### src/hw/rtl/gwps_pkg.sv
// gwps_pkg: shared widths, sizes, codes and types for the grid word path search block
// no dependencies; used by gwps_grid_ram, grid_word_path_search and the bench
package gwps_pkg;

	// grid geometry, both sides powers of two so a cell index is {row, col}
	localparam int ROW_W      = 3;
	localparam int COL_W      = 3;
	localparam int CELL_W     = ROW_W + COL_W;
	localparam int MAX_ROWS   = 1 << ROW_W;
	localparam int MAX_COLS   = 1 << COL_W;
	localparam int CELL_COUNT = MAX_ROWS * MAX_COLS;

	// word store and lengths
	localparam int WORD_W   = 4;
	localparam int MAX_WORD = 1 << WORD_W;
	localparam int LEN_W    = WORD_W + 1;

	// characters and configuration registers
	localparam int CHAR_W = 8;
	localparam int CNT_W  = 4;
	localparam int REG_W  = 1;

	// configuration register indexes
	localparam logic [REG_W-1:0] REG_ROW_COUNT = 1'b0;
	localparam logic [REG_W-1:0] REG_COL_COUNT = 1'b1;

	// request codes
	typedef enum logic [1:0] {
		REQ_GRID   = 2'd0,
		REQ_WORD   = 2'd1,
		REQ_SEARCH = 2'd2,
		REQ_NONE   = 2'd3
	} req_t;

	typedef logic [CHAR_W-1:0] char_t;
	typedef logic [CELL_W-1:0] cell_t;

	// write side of the grid memory
	typedef struct packed {
		logic  en;
		cell_t addr;
		char_t data;
	} grid_wr_t;

endpackage

### src/hw/rtl/grid_word_path_search.sv
// grid_word_path_search: loads a character grid and a word, then runs a
// depth-first backtracking walk with an explicit stack to trace the word
// depends on gwps_pkg and gwps_grid_ram
//
//  channel | signals                                  | direction
//  --------+------------------------------------------+----------
//  config  | cfg_we, cfg_index, cfg_data              | in
//  request | in_valid/in_ready, req_type .. word_length | in
//  result  | out_valid/out_ready, found               | out
//
// grid and word loads are taken while idle; a search holds the block busy
// while it scans start cells, probes neighbors through the grid memory read,
// pops the stack or skips directions, leaves each exhausted start cell and
// passes the done state; every start cell and neighbor read goes through
// the single registered grid memory read port
// reset puts row_count and col_count at 8 and clears the visited map;
// grid and word contents are undefined until written
// a finished result sits in the output register; a second search result
// waits in the done state until the first is taken
module grid_word_path_search (
	input  logic                          clk,
	input  logic                          arst_n,
	input  logic                          cfg_we,
	input  logic [gwps_pkg::REG_W-1:0]    cfg_index,
	input  logic [gwps_pkg::CNT_W-1:0]    cfg_data,
	input  logic                          in_valid,
	output logic                          in_ready,
	input  logic [1:0]                    req_type,
	input  logic [gwps_pkg::ROW_W-1:0]    cell_row,
	input  logic [gwps_pkg::COL_W-1:0]    cell_col,
	input  logic [gwps_pkg::CHAR_W-1:0]   board_char,
	input  logic [gwps_pkg::WORD_W-1:0]   word_index,
	input  logic [gwps_pkg::CHAR_W-1:0]   word_char,
	input  logic [gwps_pkg::LEN_W-1:0]    word_length,
	output logic                          out_valid,
	input  logic                          out_ready,
	output logic                          found
);

	// direction codes kept per stack level
	localparam logic [2:0] DIR_UP    = 3'd0;
	localparam logic [2:0] DIR_DOWN  = 3'd1;
	localparam logic [2:0] DIR_LEFT  = 3'd2;
	localparam logic [2:0] DIR_RIGHT = 3'd3;
	localparam logic [2:0] DIR_DONE  = 3'd4;

	typedef enum logic [2:0] {
		S_IDLE,
		S_SCAN,
		S_SCAN_CMP,
		S_STEP,
		S_CHECK,
		S_DONE
	} state_t;

	state_t                            state_q;
	logic [gwps_pkg::CNT_W-1:0]        row_count_q;
	logic [gwps_pkg::CNT_W-1:0]        col_count_q;
	logic [gwps_pkg::LEN_W-1:0]        len_q;
	logic [gwps_pkg::LEN_W-1:0]        sp_q;
	logic [gwps_pkg::ROW_W-1:0]        scan_r_q;
	logic [gwps_pkg::COL_W-1:0]        scan_c_q;
	gwps_pkg::cell_t                   ncell_q;
	logic [gwps_pkg::CELL_COUNT-1:0]   visited_q;
	logic                              res_q;
	logic                              out_valid_q;
	logic                              found_q;

	gwps_pkg::char_t                   word_q     [gwps_pkg::MAX_WORD];
	gwps_pkg::cell_t                   cell_stk_q [gwps_pkg::MAX_WORD];
	logic [2:0]                        dir_stk_q  [gwps_pkg::MAX_WORD];

	logic                              in_acc;
	gwps_pkg::grid_wr_t                grid_wr;
	gwps_pkg::cell_t                   rd_addr;
	gwps_pkg::char_t                   rd_data;
	logic [gwps_pkg::CNT_W-1:0]        rows_eff;
	logic [gwps_pkg::CNT_W-1:0]        cols_eff;
	logic [gwps_pkg::LEN_W-1:0]        len_in;
	logic [gwps_pkg::WORD_W-1:0]       sp_idx;
	logic [gwps_pkg::WORD_W-1:0]       top_idx;
	gwps_pkg::cell_t                   top_cell;
	logic [2:0]                        top_dir;
	logic [gwps_pkg::ROW_W-1:0]        cr;
	logic [gwps_pkg::COL_W-1:0]        cc;
	logic [gwps_pkg::ROW_W-1:0]        nr;
	logic [gwps_pkg::COL_W-1:0]        nc;
	logic                              nb_ok;
	gwps_pkg::cell_t                   ncell;
	logic                              adv_last;
	logic [gwps_pkg::ROW_W-1:0]        adv_r;
	logic [gwps_pkg::COL_W-1:0]        adv_c;
	logic                              word_match;
	logic                              cell_we;
	logic [gwps_pkg::WORD_W-1:0]       cell_widx;
	gwps_pkg::cell_t                   cell_wval;
	logic                              dir_we;
	logic [gwps_pkg::WORD_W-1:0]       dir_widx;
	logic [2:0]                        dir_wval;

	assign in_ready  = (state_q == S_IDLE);
	assign in_acc    = in_valid && in_ready;
	assign out_valid = out_valid_q;
	assign found     = found_q;

	// grid memory
	assign grid_wr.en   = in_acc && (req_type == gwps_pkg::REQ_GRID);
	assign grid_wr.addr = {cell_row, cell_col};
	assign grid_wr.data = board_char;
	assign rd_addr      = (state_q == S_SCAN) ? {scan_r_q, scan_c_q} : ncell;

	gwps_grid_ram u_grid_ram (
		.clk   (clk),
		.wr    (grid_wr),
		.raddr (rd_addr),
		.rdata (rd_data)
	);

	// register and length clamping
	always_comb begin
		rows_eff = row_count_q;
		if (row_count_q == '0) begin
			rows_eff = gwps_pkg::CNT_W'(1);
		end else if (row_count_q > gwps_pkg::CNT_W'(gwps_pkg::MAX_ROWS)) begin
			rows_eff = gwps_pkg::CNT_W'(gwps_pkg::MAX_ROWS);
		end
		cols_eff = col_count_q;
		if (col_count_q == '0) begin
			cols_eff = gwps_pkg::CNT_W'(1);
		end else if (col_count_q > gwps_pkg::CNT_W'(gwps_pkg::MAX_COLS)) begin
			cols_eff = gwps_pkg::CNT_W'(gwps_pkg::MAX_COLS);
		end
		len_in = word_length;
		if (word_length == '0) begin
			len_in = gwps_pkg::LEN_W'(1);
		end else if (word_length > gwps_pkg::LEN_W'(gwps_pkg::MAX_WORD)) begin
			len_in = gwps_pkg::LEN_W'(gwps_pkg::MAX_WORD);
		end
	end

	// next start cell in row-major order
	always_comb begin
		adv_last = 1'b0;
		adv_r    = scan_r_q;
		adv_c    = scan_c_q + 1'b1;
		if (gwps_pkg::CNT_W'(scan_c_q) + gwps_pkg::CNT_W'(1) >= cols_eff) begin
			adv_c = '0;
			adv_r = scan_r_q + 1'b1;
			adv_last = (gwps_pkg::CNT_W'(scan_r_q) + gwps_pkg::CNT_W'(1) >= rows_eff);
		end
	end

	// top of stack and neighbor for the current direction
	always_comb begin
		sp_idx   = sp_q[gwps_pkg::WORD_W-1:0];
		top_idx  = sp_idx - 1'b1;
		top_cell = cell_stk_q[top_idx];
		top_dir  = dir_stk_q[top_idx];
		cr       = top_cell[gwps_pkg::CELL_W-1:gwps_pkg::COL_W];
		cc       = top_cell[gwps_pkg::COL_W-1:0];
		nr       = cr;
		nc       = cc;
		nb_ok    = 1'b0;
		unique case (top_dir)
			DIR_UP: begin
				nr    = cr - 1'b1;
				nb_ok = (cr != '0);
			end
			DIR_DOWN: begin
				nr    = cr + 1'b1;
				nb_ok = (gwps_pkg::CNT_W'(cr) + gwps_pkg::CNT_W'(1) < rows_eff);
			end
			DIR_LEFT: begin
				nc    = cc - 1'b1;
				nb_ok = (cc != '0);
			end
			DIR_RIGHT: begin
				nc    = cc + 1'b1;
				nb_ok = (gwps_pkg::CNT_W'(cc) + gwps_pkg::CNT_W'(1) < cols_eff);
			end
			default: begin
				nb_ok = 1'b0;
			end
		endcase
		ncell = {nr, nc};
	end

	assign word_match = (rd_data == word_q[(state_q == S_SCAN_CMP) ? '0 : sp_idx]);

	// stack write requests
	always_comb begin
		cell_we   = 1'b0;
		cell_widx = sp_idx;
		cell_wval = ncell_q;
		dir_we    = 1'b0;
		dir_widx  = sp_idx;
		dir_wval  = DIR_UP;
		unique case (state_q)
			S_SCAN_CMP: begin
				cell_we   = word_match && (len_q != gwps_pkg::LEN_W'(1));
				cell_widx = '0;
				cell_wval = {scan_r_q, scan_c_q};
				dir_we    = cell_we;
				dir_widx  = '0;
			end
			S_STEP: begin
				dir_we   = (sp_q != '0) && (top_dir < DIR_DONE);
				dir_widx = top_idx;
				dir_wval = top_dir + 3'd1;
			end
			S_CHECK: begin
				cell_we = word_match && (sp_q + gwps_pkg::LEN_W'(1) != len_q);
				dir_we  = cell_we;
			end
			default: begin
				cell_we = 1'b0;
			end
		endcase
	end

	// word store
	always_ff @(posedge clk) begin
		if (in_acc && (req_type == gwps_pkg::REQ_WORD)) begin
			word_q[word_index] <= word_char;
		end
	end

	// path stacks
	always_ff @(posedge clk) begin
		if (cell_we) begin
			cell_stk_q[cell_widx] <= cell_wval;
		end
		if (dir_we) begin
			dir_stk_q[dir_widx] <= dir_wval;
		end
	end

	// configuration registers
	always_ff @(posedge clk or negedge arst_n) begin
		if (!arst_n) begin
			row_count_q <= gwps_pkg::CNT_W'(8);
			col_count_q <= gwps_pkg::CNT_W'(8);
		end else if (cfg_we) begin
			if (cfg_index == gwps_pkg::REG_ROW_COUNT) begin
				row_count_q <= cfg_data;
			end else begin
				col_count_q <= cfg_data;
			end
		end
	end

	// search sequencer and result register
	always_ff @(posedge clk or negedge arst_n) begin
		if (!arst_n) begin
			state_q     <= S_IDLE;
			len_q       <= gwps_pkg::LEN_W'(1);
			sp_q        <= '0;
			scan_r_q    <= '0;
			scan_c_q    <= '0;
			ncell_q     <= '0;
			visited_q   <= '0;
			res_q       <= 1'b0;
			out_valid_q <= 1'b0;
			found_q     <= 1'b0;
		end else begin
			// the done state handles the output register itself
			if (out_valid_q && out_ready && (state_q != S_DONE)) begin
				out_valid_q <= 1'b0;
			end
			unique case (state_q)
				S_IDLE: begin
					if (in_acc && (req_type == gwps_pkg::REQ_SEARCH)) begin
						len_q     <= len_in;
						sp_q      <= '0;
						scan_r_q  <= '0;
						scan_c_q  <= '0;
						visited_q <= '0;
						state_q   <= S_SCAN;
					end
				end
				S_SCAN: begin
					state_q <= S_SCAN_CMP;
				end
				S_SCAN_CMP: begin
					if (word_match && (len_q == gwps_pkg::LEN_W'(1))) begin
						res_q   <= 1'b1;
						state_q <= S_DONE;
					end else if (word_match) begin
						visited_q[{scan_r_q, scan_c_q}] <= 1'b1;
						sp_q    <= gwps_pkg::LEN_W'(1);
						state_q <= S_STEP;
					end else if (adv_last) begin
						res_q   <= 1'b0;
						state_q <= S_DONE;
					end else begin
						scan_r_q <= adv_r;
						scan_c_q <= adv_c;
						state_q  <= S_SCAN;
					end
				end
				S_STEP: begin
					if (sp_q == '0) begin
						// walk from this start cell exhausted
						if (adv_last) begin
							res_q   <= 1'b0;
							state_q <= S_DONE;
						end else begin
							scan_r_q <= adv_r;
							scan_c_q <= adv_c;
							state_q  <= S_SCAN;
						end
					end else if (top_dir >= DIR_DONE) begin
						visited_q[top_cell] <= 1'b0;
						sp_q <= sp_q - gwps_pkg::LEN_W'(1);
					end else if (nb_ok && !visited_q[ncell]) begin
						ncell_q <= ncell;
						state_q <= S_CHECK;
					end
				end
				S_CHECK: begin
					if (word_match && (sp_q + gwps_pkg::LEN_W'(1) == len_q)) begin
						res_q   <= 1'b1;
						state_q <= S_DONE;
					end else if (word_match) begin
						visited_q[ncell_q] <= 1'b1;
						sp_q    <= sp_q + gwps_pkg::LEN_W'(1);
						state_q <= S_STEP;
					end else begin
						state_q <= S_STEP;
					end
				end
				S_DONE: begin
					if (!out_valid_q || out_ready) begin
						out_valid_q <= 1'b1;
						found_q     <= res_q;
						state_q     <= S_IDLE;
					end
				end
				default: begin
					state_q <= S_IDLE;
				end
			endcase
		end
	end

	// stack depth never reaches past the word
	assert property (@(posedge clk) disable iff (!arst_n) sp_q <= len_q)
		else $error("stack pointer beyond word length");

	// the cell on top of the path stack is marked visited
	assert property (@(posedge clk) disable iff (!arst_n)
		(state_q == S_STEP) && (sp_q != '0) |-> visited_q[top_cell])
		else $error("path cell not marked visited");

	// a probed neighbor was free when chosen
	assert property (@(posedge clk) disable iff (!arst_n)
		(state_q == S_CHECK) |-> !visited_q[ncell_q])
		else $error("probing a visited cell");

	// a result is only loaded from the done state
	assert property (@(posedge clk) disable iff (!arst_n)
		$rose(out_valid_q) |-> $past(state_q) == S_DONE)
		else $error("result raised outside done state");

endmodule

### src/hw/rtl/gwps_grid_ram.sv
// gwps_grid_ram: character grid storage, one write and one registered read per cycle
// depends on gwps_pkg for sizes and the write struct
module gwps_grid_ram (
	input  logic               clk,
	input  gwps_pkg::grid_wr_t wr,
	input  gwps_pkg::cell_t    raddr,
	output gwps_pkg::char_t    rdata
);

	gwps_pkg::char_t mem_q [gwps_pkg::CELL_COUNT];
	gwps_pkg::char_t rdata_q;

	// write port and registered read port
	always_ff @(posedge clk) begin
		if (wr.en) begin
			mem_q[wr.addr] <= wr.data;
		end
		rdata_q <= mem_q[raddr];
	end

	assign rdata = rdata_q;

endmodule

### config.mk
export PLATFORM = sky130hd
export DESIGN_NAME = grid_word_path_search
export DESIGN_NICKNAME = d
export VERILOG_FILES = /design/src/hw/rtl/gwps_pkg.sv /design/src/hw/rtl/grid_word_path_search.sv /design/src/hw/rtl/gwps_grid_ram.sv
export SDC_FILE = /design/constraint.sdc
export NUM_CORES = 1
export LEC_CHECK = 0
export BUFFER_PORTS_ARGS = -buffer_cell sky130_fd_sc_hd__buf_4
export CAP_MARGIN = 0
export CORE_MARGIN = 2
export CORE_UTILIZATION = 57
export DETAILED_ROUTE_END_ITERATION = 10
export PLACE_DENSITY_LB_ADDON = 0.08
export SKIP_CTS_REPAIR_TIMING = 1
export SYNTH_ARGS = -nofsm -noshare
export SYNTH_HDL_FRONTEND = slang
export SYNTH_SLANG_ARGS = --single-unit
### constraint.sdc
create_clock -name clk -period 5.9 [get_ports clk]
set_input_delay 1.18 -clock clk [delete_from_list [all_inputs] [get_ports clk]]
set_output_delay 1.18 -clock clk [all_outputs]
set_load 0.005 [all_outputs]
==> impl_metrics.yaml <==
global_route:
  grt_max_degree: 120
  grt.busiest_layer: "met2"
  overflow: 0
  first_global_vias: 25970
  grt_use_met3_pct: 4.233
  met2_usage_pct: 49.21
  met1_usage_pct: 41.83
  grt_pass1_wl_um: 161500
  grt_util_all_layers_pct: 30.17
  antenna_found_initial: 0
final_layout:
  layout.cells.non_filler: 4144
  post-route-cell-area_um2: 44110
  synthToLayoutAreaGrowth_pct: 11.18
  multi_input_area_um2: 12500
  final_common_cell: "edfxtp_1"
  drive_gt1_share_pct: 12.20
  insertedDiodeCount: 0
  final_cell_mix: "784 x edfxtp_1, 491 x nand2_1, 199 x nor2_1, 133 x a31oi_1, 127 x nand3_1"
  fin_nets: 3212
  regArea_um2: 26210
  final.fill_count: 5190
clock_tree:
  clk_latency_ps: 670
  cts.clk_slew.worst_paths_ps: 60
  clk_path_buf_depth: 3
  root_buffer: "clkbuf_16"
  h-tree-depth: 3
  cts_inserted_buffers: 90
  cts_tree: "yes"
  cts_sinks: 892
synthesis:
  ys_warn_count: 0
  syn_area_um2: 39680
  synth_area_leaders: "edfxtp_1 59%, dfrtp_1 6.1%, nand2_1 4.7%, mux2i_1 2.4%, mux4_2 2.1%"
  synth_top_area_cell: "edfxtp_1"
  synth_top_area_share_pct: 59.34
  yosysSeqAreaShare_pct: 66.06
  netlist_instances: 3120
  synth_nets: 3193
  postSynth.asyncResetShare_pct: 11.21
  synth-edff-count: 784
  yosys.cell_types.count: 101
  syn_area_per_cell_um2: 12.72
  ys_dominant_reg_cell: "edfxtp_1"
  synth-seq-cells: 892
floorplan:
  die_h_um: 267.8
  initial_utilization_pct: 57.75
  num_rows: 96
  io_pins: 46
  die_x_um: 267.8
  core-area_um2: 68710
  die_area_um2: 71730
sta:
  maxSlewViolCount: 0
  fin_ws_ps: 179.6
  final-setup-viol-count: 0
  fmax_ghz: 0.1748
  relSlewSlack_pct: 15.12
  finClkSkew_ps: 47.81
  tns_ps: 0
  fin_crit_ps: 5720
  worst_slew_pin_slew_ps: 1256
  hold_violations: 0
  post-route-period-util_pct: 96.96
worst_setup_path:
  end_kind: "register"
  path_max_fanout: 62
  critical_path_required_ps: 6440
  critical_path_class: "register to register"
  arrival_ps: 6270
  start_kind: "register"
worst_hold_path:
  min_path_type: "register to register"
drt:
  vias: 26780
  via_per_inst: 6.462
  drt-pass1-iter-count: 6
  ant_nets: 0
  drtIter0Drc: 3276
  routedWlPerCell_um: 25.95
  drc_errors: 0
  routed_wl_um: 107500
place:
  place_inst: 3976
  dp_slack_ps: 67.67
  io_buffers: 45
  post-dp-hpwl_um: 68860
  gp_congestion: 0.9381
  placed_area_um2: 41200
job:
  drv_cap: 0
outcome:
  status: "finished, final reports clean"
==> cell families after synthesis <==
kind of cell | count (synthesis) | share of synthesized area [%]
buffers and inverters | 256 | 2.939
DFF | 892 | 66.06
AOI/OAI and AO/OA | 695 | 11.83
xor gates and xnor gates | 22 | 0.5235
adders and majority gates | 30 | 0.9839
muxes | 165 | 5.490
and+or+nand+nor | 1060 | 12.17
==> layer usage <==
metal,share of wire (%),wire length [um]
met5,0,0
met3,7.2,7716
met1,41,44270
met4,3.6,3922
met2,48,51630
==> per-stage QoR <==
stage	utilization [%]	hold WS (ps)
6_report	64.20	506.8
5_1_grt	64.20	524.1
4_1_cts	64.05	507.2
3_5_place_dp	59.97	498.7
3_3_place_gp	59.97	481.9
2_1_floorplan	-	465.6
==> area by class of cell <==
type | count | share of cell area, %
Clock buffer | 117 | 5.381
Clock inverter | 49 | 0.9758
Inverter | 41 | 0.3574
Multi-Input combinational cell | 1974 | 28.33
Sequential cell | 892 | 59.43
Tap cell | 931 | 2.641
Timing Repair Buffer | 140 | 2.882
==> worst max-delay path: stages (launching register included) <==
cell	delay [ps]
dfrtp_2	410
clkinvlp_4	160
ha_2	410
buf_12	200
mux4_2	340
mux4_2	560
ha_1	220
ha_2	250
inv_1	100
fa_1	430
a21boi_1	180
buf_4	180
nor2_1	230
a21boi_4	100
buf_12	200
buf_12	190
a211oi_1	500
a311oi_1	120
a311oi_2	360
o21ai_1	200
and3_1	210
==> registers in the layout, summed over array words and instances, names as in the netlist <==
register          cells
dir_stk_q            48
scan_c_q              3
u_grid_ram.rdata      8
res_q                 1
found                 1
state_q               3
word_q              128
u_grid_ram.mem_q    512
len_q                 5
cell_stk_q           96
visited_q            64
col_count_q           4
ncell_q               6
scan_r_q              3
out_valid             1
row_count_q           4
sp_q                  5
==> synthesized netlist by cell type (all sizes together) (10+ instances only) <==
master / n
a211oi: 54
a21oi: 101
a22o: 32
a22oi: 18
a311oi: 63
a31oi: 134
a32oi: 24
and2: 58
and3: 18
buf: 116
clkbuf: 99
dfrtp: 97
edfxtp: 784
ha: 28
inv: 40
mux2: 32
mux2i: 96
mux4: 37
nand2: 495
nand2b: 23
nand3: 127
nand3b: 14
nand4: 19
nor2: 201
nor2b: 11
nor3: 30
nor3b: 14
o211ai: 17
o21ai: 141
o22ai: 39
or3: 10
xor2: 15
==> worst paths after layout <==
check / from / end / slack [ps] / depth (start not counted)
setup / recovery: sp_q[1] / u_grid_ram.rdata[6] / 180 / 20
min in group asynchronous: arst_n / out_valid / 580 / 1
hold reg to reg: len_q[0] / len_q[0] / 510 / 2
hold / removal: len_q[0] / len_q[0] / 510 / 2
max in group asynchronous: arst_n / sp_q[0] / 4100 / 2
setup reg to reg: sp_q[1] / u_grid_ram.rdata[6] / 180 / 20
Power is not shown: default switching activity piles up to over one toggle a cycle in this logic, so the estimate is an artifact.
